===== src/rtl/dbr_pkg.sv =====
`timescale 1ns / 1ps
`default_nettype none
// ----------------------------------------------------------------------------
// dbr_pkg
// Shared types and constants for the debounced button event reporter.
// ----------------------------------------------------------------------------
package dbr_pkg;

    localparam int BUTTONS    = 4;   // 1..4, one event field per button
    localparam int NUM_EVENTS = 4;   // event fields on the result beat

    localparam int LEVEL_W = 4;
    localparam int ADC_W   = 10;
    localparam int TIME_W  = 32;
    localparam int TICK_W  = 16;
    localparam int CNT_W   = TICK_W + 1;
    localparam int PER_W   = 16;

    localparam int S_TDATA_W = 48;   // 46 payload bits, byte padded
    localparam int M_TDATA_W = 24;   // 18 payload bits, byte padded
    localparam int M_TUSER_W = 1;

    localparam int APB_AW = 4;
    localparam int APB_DW = 32;

    localparam logic [CNT_W-1:0] CNT_IDLE = '1;
    localparam logic [ADC_W-1:0] POT_MAX  = '1;

    typedef logic [1:0] t_code;
    localparam t_code CODE_OPEN     = 2'd0;
    localparam t_code CODE_CLOSED   = 2'd1;
    localparam t_code CODE_PRESSED  = 2'd2;
    localparam t_code CODE_RELEASED = 2'd3;

    typedef logic [NUM_EVENTS-1:0][1:0] t_codes;

    typedef enum logic [1:0] {
        REG_DEBOUNCE_TICKS = 2'd0,
        REG_POT_THRESHOLD  = 2'd1,
        REG_PERIOD_MS      = 2'd2
    } t_reg_idx;

    localparam logic [TICK_W-1:0] RST_DEBOUNCE_TICKS = 16'd50;
    localparam logic [ADC_W-1:0]  RST_POT_THRESHOLD  = 10'd4;
    localparam logic [PER_W-1:0]  RST_PERIOD_MS      = 16'd100;

    typedef struct packed {
        logic [TICK_W-1:0] debounce_ticks;
        logic [ADC_W-1:0]  pot_threshold;
        logic [PER_W-1:0]  period_ms;
    } t_cfg;

    typedef struct packed {
        t_codes codes;     // codes after this beat's debounce step
        logic   pending;   // event waiting to be reported
    } t_btn_status;

    typedef struct packed {
        t_codes           codes;
        logic [ADC_W-1:0] pot_value;
        logic             periodic;
    } t_result;

    function automatic t_code consume_code(input t_code c);
        t_code r;
        r = c;
        if (c == CODE_PRESSED) begin
            r = CODE_CLOSED;
        end else if (c == CODE_RELEASED) begin
            r = CODE_OPEN;
        end
        return r;
    endfunction

endpackage
`default_nettype wire


===== src/rtl/debounced_button_event_reporter_core.sv =====
`timescale 1ns / 1ps
`default_nettype none
// ----------------------------------------------------------------------------
// debounced_button_event_reporter_core
// Debounces four button levels and reports events, pot moves and heartbeats.
//
// Input stream (s_*): one beat per sample of button levels, pot reading and
// millisecond time. Output stream (m_*): zero or one report beat per sample,
// in sample order. Registers sit behind the APB port (pready tied high).
// An accepted beat is processed from the input register, and its report (if
// any) is registered in the report register and shows on m_* from there.
// One beat per cycle is sustained while m_tready is high; the whole
// per-sample update is one pass through the debounce and report logic.
// When the receiver stalls, the report register holds its beat, the input
// register fills, and s_tready drops once it is full. Samples that yield no
// report still need the report register free or draining to advance.
// Reset clears both stages, restores register defaults, sets the previous
// levels to all ones, stops all countdowns and clears events and history.
// ----------------------------------------------------------------------------
module debounced_button_event_reporter_core (
    input  wire logic                          i_clk,
    input  wire logic                          i_rst_n,
    input  wire logic                          s_tvalid,
    output logic                               s_tready,
    // [3:0] button_levels, [13:4] adc_sample, [45:14] time_ms, [47:46] zero
    input  wire logic [dbr_pkg::S_TDATA_W-1:0] s_tdata,
    output logic                               m_tvalid,
    input  wire logic                          m_tready,
    // [1:0] ok_event, [3:2] back_event, [5:4] color_event, [7:6] cord_event,
    // [17:8] pot_value, [23:18] zero
    output logic      [dbr_pkg::M_TDATA_W-1:0] m_tdata,
    // [0] periodic
    output logic      [dbr_pkg::M_TUSER_W-1:0] m_tuser,
    input  wire logic                          psel,
    input  wire logic                          penable,
    input  wire logic                          pwrite,
    input  wire logic [dbr_pkg::APB_AW-1:0]    paddr,
    input  wire logic [dbr_pkg::APB_DW-1:0]    pwdata,
    output logic      [dbr_pkg::APB_DW-1:0]    prdata,
    output logic                               pready
);
    import dbr_pkg::*;

    t_cfg        w_cfg;
    t_btn_status w_status;
    t_result     w_result;
    logic        w_report;

    logic               r_in_valid;
    logic [LEVEL_W-1:0] r_in_levels;
    logic [ADC_W-1:0]   r_in_adc;
    logic [TIME_W-1:0]  r_in_time;
    logic               r_out_valid;
    t_result            r_out;

    logic w_advance;
    logic w_fire;
    logic w_s_beat;

    assign w_advance = !r_out_valid || m_tready;
    assign w_fire    = r_in_valid && w_advance;
    assign s_tready  = !r_in_valid || w_advance;
    assign w_s_beat  = s_tvalid && s_tready;

    always_ff @(posedge i_clk) begin
        if (!i_rst_n) begin
            r_in_valid <= 1'b0;
        end else if (w_s_beat) begin
            r_in_valid <= 1'b1;
        end else if (w_fire) begin
            r_in_valid <= 1'b0;
        end
    end

    always_ff @(posedge i_clk) begin
        if (w_s_beat) begin
            r_in_levels <= s_tdata[LEVEL_W-1:0];
            r_in_adc    <= s_tdata[LEVEL_W +: ADC_W];
            r_in_time   <= s_tdata[LEVEL_W+ADC_W +: TIME_W];
        end
    end

    dbr_regs u_regs (
        .i_clk   (i_clk),
        .i_rst_n (i_rst_n),
        .psel    (psel),
        .penable (penable),
        .pwrite  (pwrite),
        .paddr   (paddr),
        .pwdata  (pwdata),
        .prdata  (prdata),
        .pready  (pready),
        .o_cfg   (w_cfg)
    );

    dbr_debounce u_debounce (
        .i_clk    (i_clk),
        .i_rst_n  (i_rst_n),
        .i_fire   (w_fire),
        .i_levels (r_in_levels[BUTTONS-1:0]),
        .i_ticks  (w_cfg.debounce_ticks),
        .i_report (w_report),
        .o_status (w_status)
    );

    dbr_report u_report (
        .i_clk    (i_clk),
        .i_rst_n  (i_rst_n),
        .i_fire   (w_fire),
        .i_adc    (r_in_adc),
        .i_time   (r_in_time),
        .i_status (w_status),
        .i_cfg    (w_cfg),
        .o_report (w_report),
        .o_result (w_result)
    );

    always_ff @(posedge i_clk) begin
        if (!i_rst_n) begin
            r_out_valid <= 1'b0;
        end else if (w_advance) begin
            r_out_valid <= w_fire && w_report;
        end
    end

    always_ff @(posedge i_clk) begin
        if (w_fire && w_report) begin
            r_out <= w_result;
        end
    end

    assign m_tvalid = r_out_valid;
    assign m_tdata  = M_TDATA_W'({r_out.pot_value, r_out.codes});
    assign m_tuser  = M_TUSER_W'(r_out.periodic);

    // a heartbeat report never carries an unreported press or release
    a_periodic_no_event: assert property (@(posedge i_clk) disable iff (!i_rst_n)
        (r_out_valid && r_out.periodic) |->
            (r_out.codes[0][1] == 1'b0 && r_out.codes[1][1] == 1'b0 &&
             r_out.codes[2][1] == 1'b0 && r_out.codes[3][1] == 1'b0))
        else $error("periodic report carries a press or release");

    // any fresh press or release keeps the pending flag up
    a_event_pending: assert property (@(posedge i_clk) disable iff (!i_rst_n)
        (w_status.codes[0][1] || w_status.codes[1][1] ||
         w_status.codes[2][1] || w_status.codes[3][1]) |-> w_status.pending)
        else $error("unreported event without pending flag");

    // input stage only back-pressures when it holds a beat
    a_ready_when_empty: assert property (@(posedge i_clk) disable iff (!i_rst_n)
        !s_tready |-> r_in_valid)
        else $error("s_tready low with empty input register");

    // a beat leaving the input register is either reported or dropped, never held
    a_fire_drains: assert property (@(posedge i_clk) disable iff (!i_rst_n)
        (w_fire && w_report) |=> r_out_valid)
        else $error("report lost on the way to the output register");

endmodule
`default_nettype wire


===== src/rtl/dbr_regs.sv =====
`timescale 1ns / 1ps
`default_nettype none
// ----------------------------------------------------------------------------
// dbr_regs
// APB configuration registers: debounce ticks, pot threshold, report period.
// ----------------------------------------------------------------------------
module dbr_regs (
    input  wire logic                       i_clk,
    input  wire logic                       i_rst_n,
    input  wire logic                       psel,
    input  wire logic                       penable,
    input  wire logic                       pwrite,
    input  wire logic [dbr_pkg::APB_AW-1:0] paddr,
    input  wire logic [dbr_pkg::APB_DW-1:0] pwdata,
    output logic      [dbr_pkg::APB_DW-1:0] prdata,
    output logic                            pready,
    output dbr_pkg::t_cfg                   o_cfg
);
    import dbr_pkg::*;

    t_cfg     r_cfg;
    t_reg_idx w_idx;
    logic     w_wr;

    assign pready = 1'b1;
    assign w_idx  = t_reg_idx'(paddr[APB_AW-1:2]);
    assign w_wr   = psel && penable && pwrite && pready;
    assign o_cfg  = r_cfg;

    always_ff @(posedge i_clk) begin
        if (!i_rst_n) begin
            r_cfg.debounce_ticks <= RST_DEBOUNCE_TICKS;
            r_cfg.pot_threshold  <= RST_POT_THRESHOLD;
            r_cfg.period_ms      <= RST_PERIOD_MS;
        end else if (w_wr) begin
            unique case (w_idx)
                REG_DEBOUNCE_TICKS: r_cfg.debounce_ticks <= pwdata[TICK_W-1:0];
                REG_POT_THRESHOLD:  r_cfg.pot_threshold  <= pwdata[ADC_W-1:0];
                REG_PERIOD_MS:      r_cfg.period_ms      <= pwdata[PER_W-1:0];
                default: ;
            endcase
        end
    end

    always_comb begin
        unique case (w_idx)
            REG_DEBOUNCE_TICKS: prdata = APB_DW'(r_cfg.debounce_ticks);
            REG_POT_THRESHOLD:  prdata = APB_DW'(r_cfg.pot_threshold);
            REG_PERIOD_MS:      prdata = APB_DW'(r_cfg.period_ms);
            default:            prdata = '0;
        endcase
    end

endmodule
`default_nettype wire


===== src/rtl/dbr_debounce.sv =====
`timescale 1ns / 1ps
`default_nettype none
// ----------------------------------------------------------------------------
// dbr_debounce
// Per-button countdown debouncers with latched press/release codes.
// ----------------------------------------------------------------------------
module dbr_debounce (
    input  wire logic                        i_clk,
    input  wire logic                        i_rst_n,
    input  wire logic                        i_fire,
    input  wire logic [dbr_pkg::BUTTONS-1:0] i_levels,
    input  wire logic [dbr_pkg::TICK_W-1:0]  i_ticks,
    input  wire logic                        i_report,
    output dbr_pkg::t_btn_status             o_status
);
    import dbr_pkg::*;

    logic [BUTTONS-1:0]            r_prev;
    logic [BUTTONS-1:0][CNT_W-1:0] r_cnt;
    logic [BUTTONS-1:0]            r_state;
    logic [BUTTONS-1:0][1:0]       r_code;
    logic                          r_pending;

    logic [BUTTONS-1:0][CNT_W-1:0] n_cnt;
    logic [BUTTONS-1:0]            n_state;
    logic [BUTTONS-1:0][1:0]       n_code;
    logic                          n_pending;
    logic [BUTTONS-1:0]            w_flip;
    logic                          w_changed;

    assign w_changed = (i_levels != r_prev);

    always_comb begin
        n_pending = r_pending;
        for (int i = 0; i < BUTTONS; i++) begin
            n_cnt[i] = r_cnt[i];
            w_flip[i] = 1'b0;
            if (w_changed && (i_levels[i] == r_state[i])) begin
                n_cnt[i] = CNT_W'(i_ticks);
            end
            if (n_cnt[i] != CNT_IDLE) begin
                n_cnt[i] = n_cnt[i] - 1'b1;
                w_flip[i] = (n_cnt[i] == '0) && (i_levels[i] == r_state[i]);
            end
            n_state[i] = r_state[i] ^ w_flip[i];
            n_code[i]  = r_code[i];
            if (w_flip[i]) begin
                n_code[i] = n_state[i] ? CODE_PRESSED : CODE_RELEASED;
            end
            n_pending = n_pending | w_flip[i];
        end
    end

    always_comb begin
        o_status.codes = '0;
        for (int i = 0; i < BUTTONS; i++) begin
            o_status.codes[i] = n_code[i];
        end
        o_status.pending = n_pending;
    end

    always_ff @(posedge i_clk) begin
        if (!i_rst_n) begin
            r_prev    <= '1;
            r_cnt     <= {BUTTONS{CNT_IDLE}};
            r_state   <= '0;
            r_code    <= {BUTTONS{CODE_OPEN}};
            r_pending <= 1'b0;
        end else if (i_fire) begin
            r_prev  <= i_levels;
            r_cnt   <= n_cnt;
            r_state <= n_state;
            for (int i = 0; i < BUTTONS; i++) begin
                r_code[i] <= i_report ? consume_code(n_code[i]) : n_code[i];
            end
            r_pending <= n_pending && !i_report;
        end
    end

endmodule
`default_nettype wire


===== src/rtl/dbr_report.sv =====
`timescale 1ns / 1ps
`default_nettype none
// ----------------------------------------------------------------------------
// dbr_report
// Report decision: pending event, pot move past threshold, or period expiry.
// ----------------------------------------------------------------------------
module dbr_report (
    input  wire logic                       i_clk,
    input  wire logic                       i_rst_n,
    input  wire logic                       i_fire,
    input  wire logic [dbr_pkg::ADC_W-1:0]  i_adc,
    input  wire logic [dbr_pkg::TIME_W-1:0] i_time,
    input  dbr_pkg::t_btn_status            i_status,
    input  dbr_pkg::t_cfg                   i_cfg,
    output logic                            o_report,
    output dbr_pkg::t_result                o_result
);
    import dbr_pkg::*;

    logic [ADC_W-1:0]  r_last_pot;
    logic [TIME_W-1:0] r_last_time;

    logic [ADC_W-1:0]  w_pot;
    logic [ADC_W-1:0]  w_diff;
    logic [TIME_W-1:0] w_elapsed;
    logic              w_active;
    logic              w_expired;

    assign w_pot     = POT_MAX - i_adc;
    assign w_diff    = (w_pot > r_last_pot) ? (w_pot - r_last_pot) : (r_last_pot - w_pot);
    assign w_elapsed = i_time - r_last_time;
    assign w_active  = i_status.pending || (w_diff > i_cfg.pot_threshold);
    assign w_expired = w_elapsed > TIME_W'(i_cfg.period_ms);
    assign o_report  = w_active || w_expired;

    assign o_result.codes     = i_status.codes;
    assign o_result.pot_value = w_pot;
    assign o_result.periodic  = !w_active;

    always_ff @(posedge i_clk) begin
        if (!i_rst_n) begin
            r_last_pot  <= '0;
            r_last_time <= '0;
        end else if (i_fire && o_report) begin
            r_last_pot  <= w_pot;
            r_last_time <= i_time;
        end
    end

endmodule
`default_nettype wire


===== config.mk =====
export PLATFORM = sky130hd
export DESIGN_NAME = debounced_button_event_reporter_core
export DESIGN_NICKNAME = d
export VERILOG_FILES = /design/src/rtl/dbr_pkg.sv /design/src/rtl/debounced_button_event_reporter_core.sv /design/src/rtl/dbr_regs.sv /design/src/rtl/dbr_debounce.sv /design/src/rtl/dbr_report.sv
export SDC_FILE = /design/constraint.sdc
export NUM_CORES = 1
export LEC_CHECK = 0
export BUFFER_PORTS_ARGS = -buffer_cell sky130_fd_sc_hd__buf_2
export CAP_MARGIN = 30
export CORE_ASPECT_RATIO = 1.4
export CORE_MARGIN = 1
export CORE_UTILIZATION = 62
export DETAILED_ROUTE_END_ITERATION = 10
export GPL_ROUTABILITY_DRIVEN = 1
export PLACE_DENSITY = 0.86
export SYNTH_ARGS = -nofsm -noshare
export SYNTH_HDL_FRONTEND = slang
export SYNTH_SLANG_ARGS = --single-unit

===== constraint.sdc =====
create_clock -name i_clk -period 13.3 [get_ports i_clk]
set_input_delay 1.995 -clock i_clk [delete_from_list [all_inputs] [get_ports i_clk]]
set_output_delay 1.995 -clock i_clk [all_outputs]
set_load 0.03 [all_outputs]

==> key figures <==
Pwr
  • PD cells: around 110 nW/um2
  • VDD IR-drop max: between 100 and 150 uV
  • P_leak: 7.432 nW

Cells and area
  • Post-layout nets: 2,240
  • Area Growth Syn to Fin: 8.562%
  • Multi-input logic area: between 10,000 and 15,000 um2
  • Diodes inserted: 0
  • Fillers: ~2,100
  • Layout cell share with drive strength beyond 1: 0.1101
  • FF/Latch Area: between 5000 and 6000 um2
  • Final non-filler cell total: around 2,400

Setup path
  • WP data required: between 10,000 and 15,000 ps
  • WS Path Type: reg2reg
  • Critical path's slowest cell: fa_1
  • CP peak stage delay: between 400 and 500 ps
  • Crit end category: flop
  • Worst path bufs/invs: 4
  • Worst Path Arrival: 7070 ps
  • Worst Path Max Fanout: 39
  • Startpoint Class: flop
  • Family with the most delay on the worst path: compound AO/OA/AOI/OAI gates

Logic synthesis
  • Area leader, netlist: dfxtp_1
  • Most frequent cell after synthesis: nand2_1
  • Top post-synthesis cells by count: nand2_1, dfxtp_1, mux2i_1
  • Sequential share of the synthesized area: 0.3218
  • Cells after Synth: 2,022
  • Netlist cell types: 95
  • Top FF cell, synth: dfxtp_1
  • Area contributors post-synth: dfxtp_1, edfxtp_1, mux2i_1
  • Syn Std Cell Area: 16,700 um2
  • Top cell type's share of synthesized area: 0.2050
  • Syn Area/Cell: 8.260 um2
  • Post-synth EDFFs: 65
  • Synth Warn #: 0
  • Synth Register Bits: 236
  • Synth async-reset ratio: 0

Timing
  • Measured slew at the worst slew-check pin: ~1100 ps
  • Clock Skew: 14.96 ps
  • FMAX: approximately 150 MHz
  • Worst slew margin: 0.2817
  • Setup violations, final: 0
  • Hold Violations, Final: 0
  • Unrepaired setup endpoints after global routing: no
  • Slew Viols, Final: 0
  • Total negative slack: 0 ps
  • Final min period: ~6600 ps
  • Tcrit/Tclk final: 0.4972

Clock network
  • # Post-CTS Setup Buffers: 0
  • Clock buffer count from CTS: 24
  • TritonCTS clock tree: done
  • CTS Buffer Depth: 3
  • Clock Pin Slew Worst Setup and Hold Paths: ~60 ps
  • H-tree depth: 1
  • Hold Buf Count CTS: 0
  • Clk_lat worst skew: 550 ps
  • CTS Sinks: roughly 240
  • Post-CTS resize count: 0
  • Root Driver: clkbuf_16

Floorplan
  • Die width: 140.7 um
  • Core footprint: approximately 26,000 um2
  • Initial core utilization: 0.6357
  • Total die area: about 28,000 um2
  • Row count: 70
  • Die height: around 200 um
  • I/O Pins: 151

Detailed routing
  • Initial drt markers: roughly 1,100
  • DR vias/cell: ~6.4
  • # DRC: 0
  • DR WL/cell: 19.42 um
  • Antenna viol nets, final: 0
  • Via count: approximately 15,000
  • Final wirelength: roughly 47,000 um
  • DRT Pass-1 Iters: 6

Global routing
  • Vias in the first global route: between 10,000 and 15,000
  • Largest net degree at the start of global routing: 98
  • GR Overflow Total: 0
  • Total track usage: 0.3353
  • First-pass GRT wire length: around 74,000 um
  • Initial antenna violation count: 0

Place
  • Port Buffer Count: 107
  • Routability cong.: 0.9588
  • Cells after DPL: around 2,400
  • Post-DP HPWL: 33,290 um

Hold path
  • Min-Delay Path Class: reg2reg

Outcome
  • Status: complete, no violations

Job
  • Max-Cap Viols: 0
-- logic make-up after synthesis --
kind of cell,count (synthesis),share of synthesized area
compound gates,436,0.1793
mux,147,0.09004
buf+inv,260,0.06937
other cells,2,0.0004496
flops,236,0.3218
fa+ha+maj,95,0.07251
simple gates,752,0.2154
xor+xnor,94,0.05109
-- metrics by stage --
step	instance area (um2)	worst slack (ps)	utilization	power, mW	hold WS (ps)
after floorplan	16780	7754	-	1.161	434.7
after global placement	17210	6915	0.6548	1.246	442.2
after detailed placement	17240	6705	0.6563	1.263	450.1
after CTS	18100	6692	0.6890	2.011	462.4
after global routing	18130	6425	0.6901	2.093	471.5
final	18130	6687	0.6901	2.009	459.6
-- placed cells by master (no fill, tap or decap), types with 7 or more instances in the layout --
cell,netlist,routed
nand2_1,309,309
dfxtp_1,171,171
mux2i_1,132,132
nor2_1,131,131
inv_1,112,112
a21oi_1,111,111
buf_2,12,106
ha_1,92,92
o21ai_0,80,80
edfxtp_1,65,65
nand3_1,61,61
xnor2_1,54,54
nor3_1,53,53
o211ai_1,43,43
xor2_1,36,36
nand4_1,27,27
or3_1,27,27
a21o_1,26,26
clkbuf_16,0,25
buf_4,25,24
conb_1,2,23
o31ai_1,21,21
nor4_1,21,21
a211oi_1,17,17
and3_1,16,16
and2_1,17,16
nor2b_1,14,13
nand2b_1,14,13
o21a_1,13,13
mux2_2,13,13
or4_1,12,12
a2111oi_0,12,12
a31oi_1,10,10
or2_2,10,10
o311a_1,10,10
o22ai_1,9,9
o21bai_1,7,7
o221ai_1,7,7
o21ai_1,7,7
-- registers in the layout, summed over array words and instances, names as in the netlist --
signal,flops
r_in_time,32
m_tuser,1
u_debounce.r_state,4
u_debounce.r_cnt,68
r_in_adc,10
u_debounce.r_pending,1
u_debounce.r_prev,4
u_debounce.r_code,8
r_in_levels,4
m_tdata,18
m_tvalid,1
r_in_valid,1
u_report.r_last_pot,10
u_regs.o_cfg,42
u_report.r_last_time,32
-- worst min-delay path, cell delays in order (launching register included) --
cell     delay (ps)
dfxtp_1         310
nand2_1          50
mux2i_1          50
-- per-layer routing --
| metal | up-vias | global-route usage | routed length [um] |
|---|---|---|---|
| met5 | - | 0 | 0 |
| met4 | 0 | 0.2432 | 3487 |
| met2 | 665 | 0.5987 | 22860 |
| li1 | 7268 | - | - |
| met1 | 7203 | 0.3617 | 17250 |
| met3 | 216 | 0.04613 | 2925 |
-- power breakdown --
group          total [mW]  leakage [nW]  internal (mW)  switching [mW]
sequential          0.813          2.03          0.776          0.0372
combinational       0.446          4.98          0.175           0.272
clock               0.749         0.423          0.448           0.301
total                2.01          7.43           1.40           0.610
-- final timing paths --
check / start / endpoint / slack (ps) / cells after the start
worst max-delay path: r_in_time[0]$_DFFE_PP_ / u_report.r_last_time[16]$_SDFFE_PN0P_ / 6690 / 25
worst max register to register: r_in_time[0]$_DFFE_PP_ / u_report.r_last_time[16]$_SDFFE_PN0P_ / 6690 / 25
worst min-delay path: u_report.r_last_time[3]$_SDFFE_PN0P_ / u_report.r_last_time[3]$_SDFFE_PN0P_ / 460 / 2
worst min register to register: u_report.r_last_time[3]$_SDFFE_PN0P_ / u_report.r_last_time[3]$_SDFFE_PN0P_ / 460 / 2
-- area by class of cell --
cell class	instances	share of cell area
multi-input cells	1547	0.5677
clock buffers	29	0.03588
well taps	324	0.02236
inverters	112	0.02319
repair buffers	133	0.04285
clock inverters	14	0.01159
flip-flops and latches	236	0.2964
Note: power is estimated with default switching activity, not from simulation.
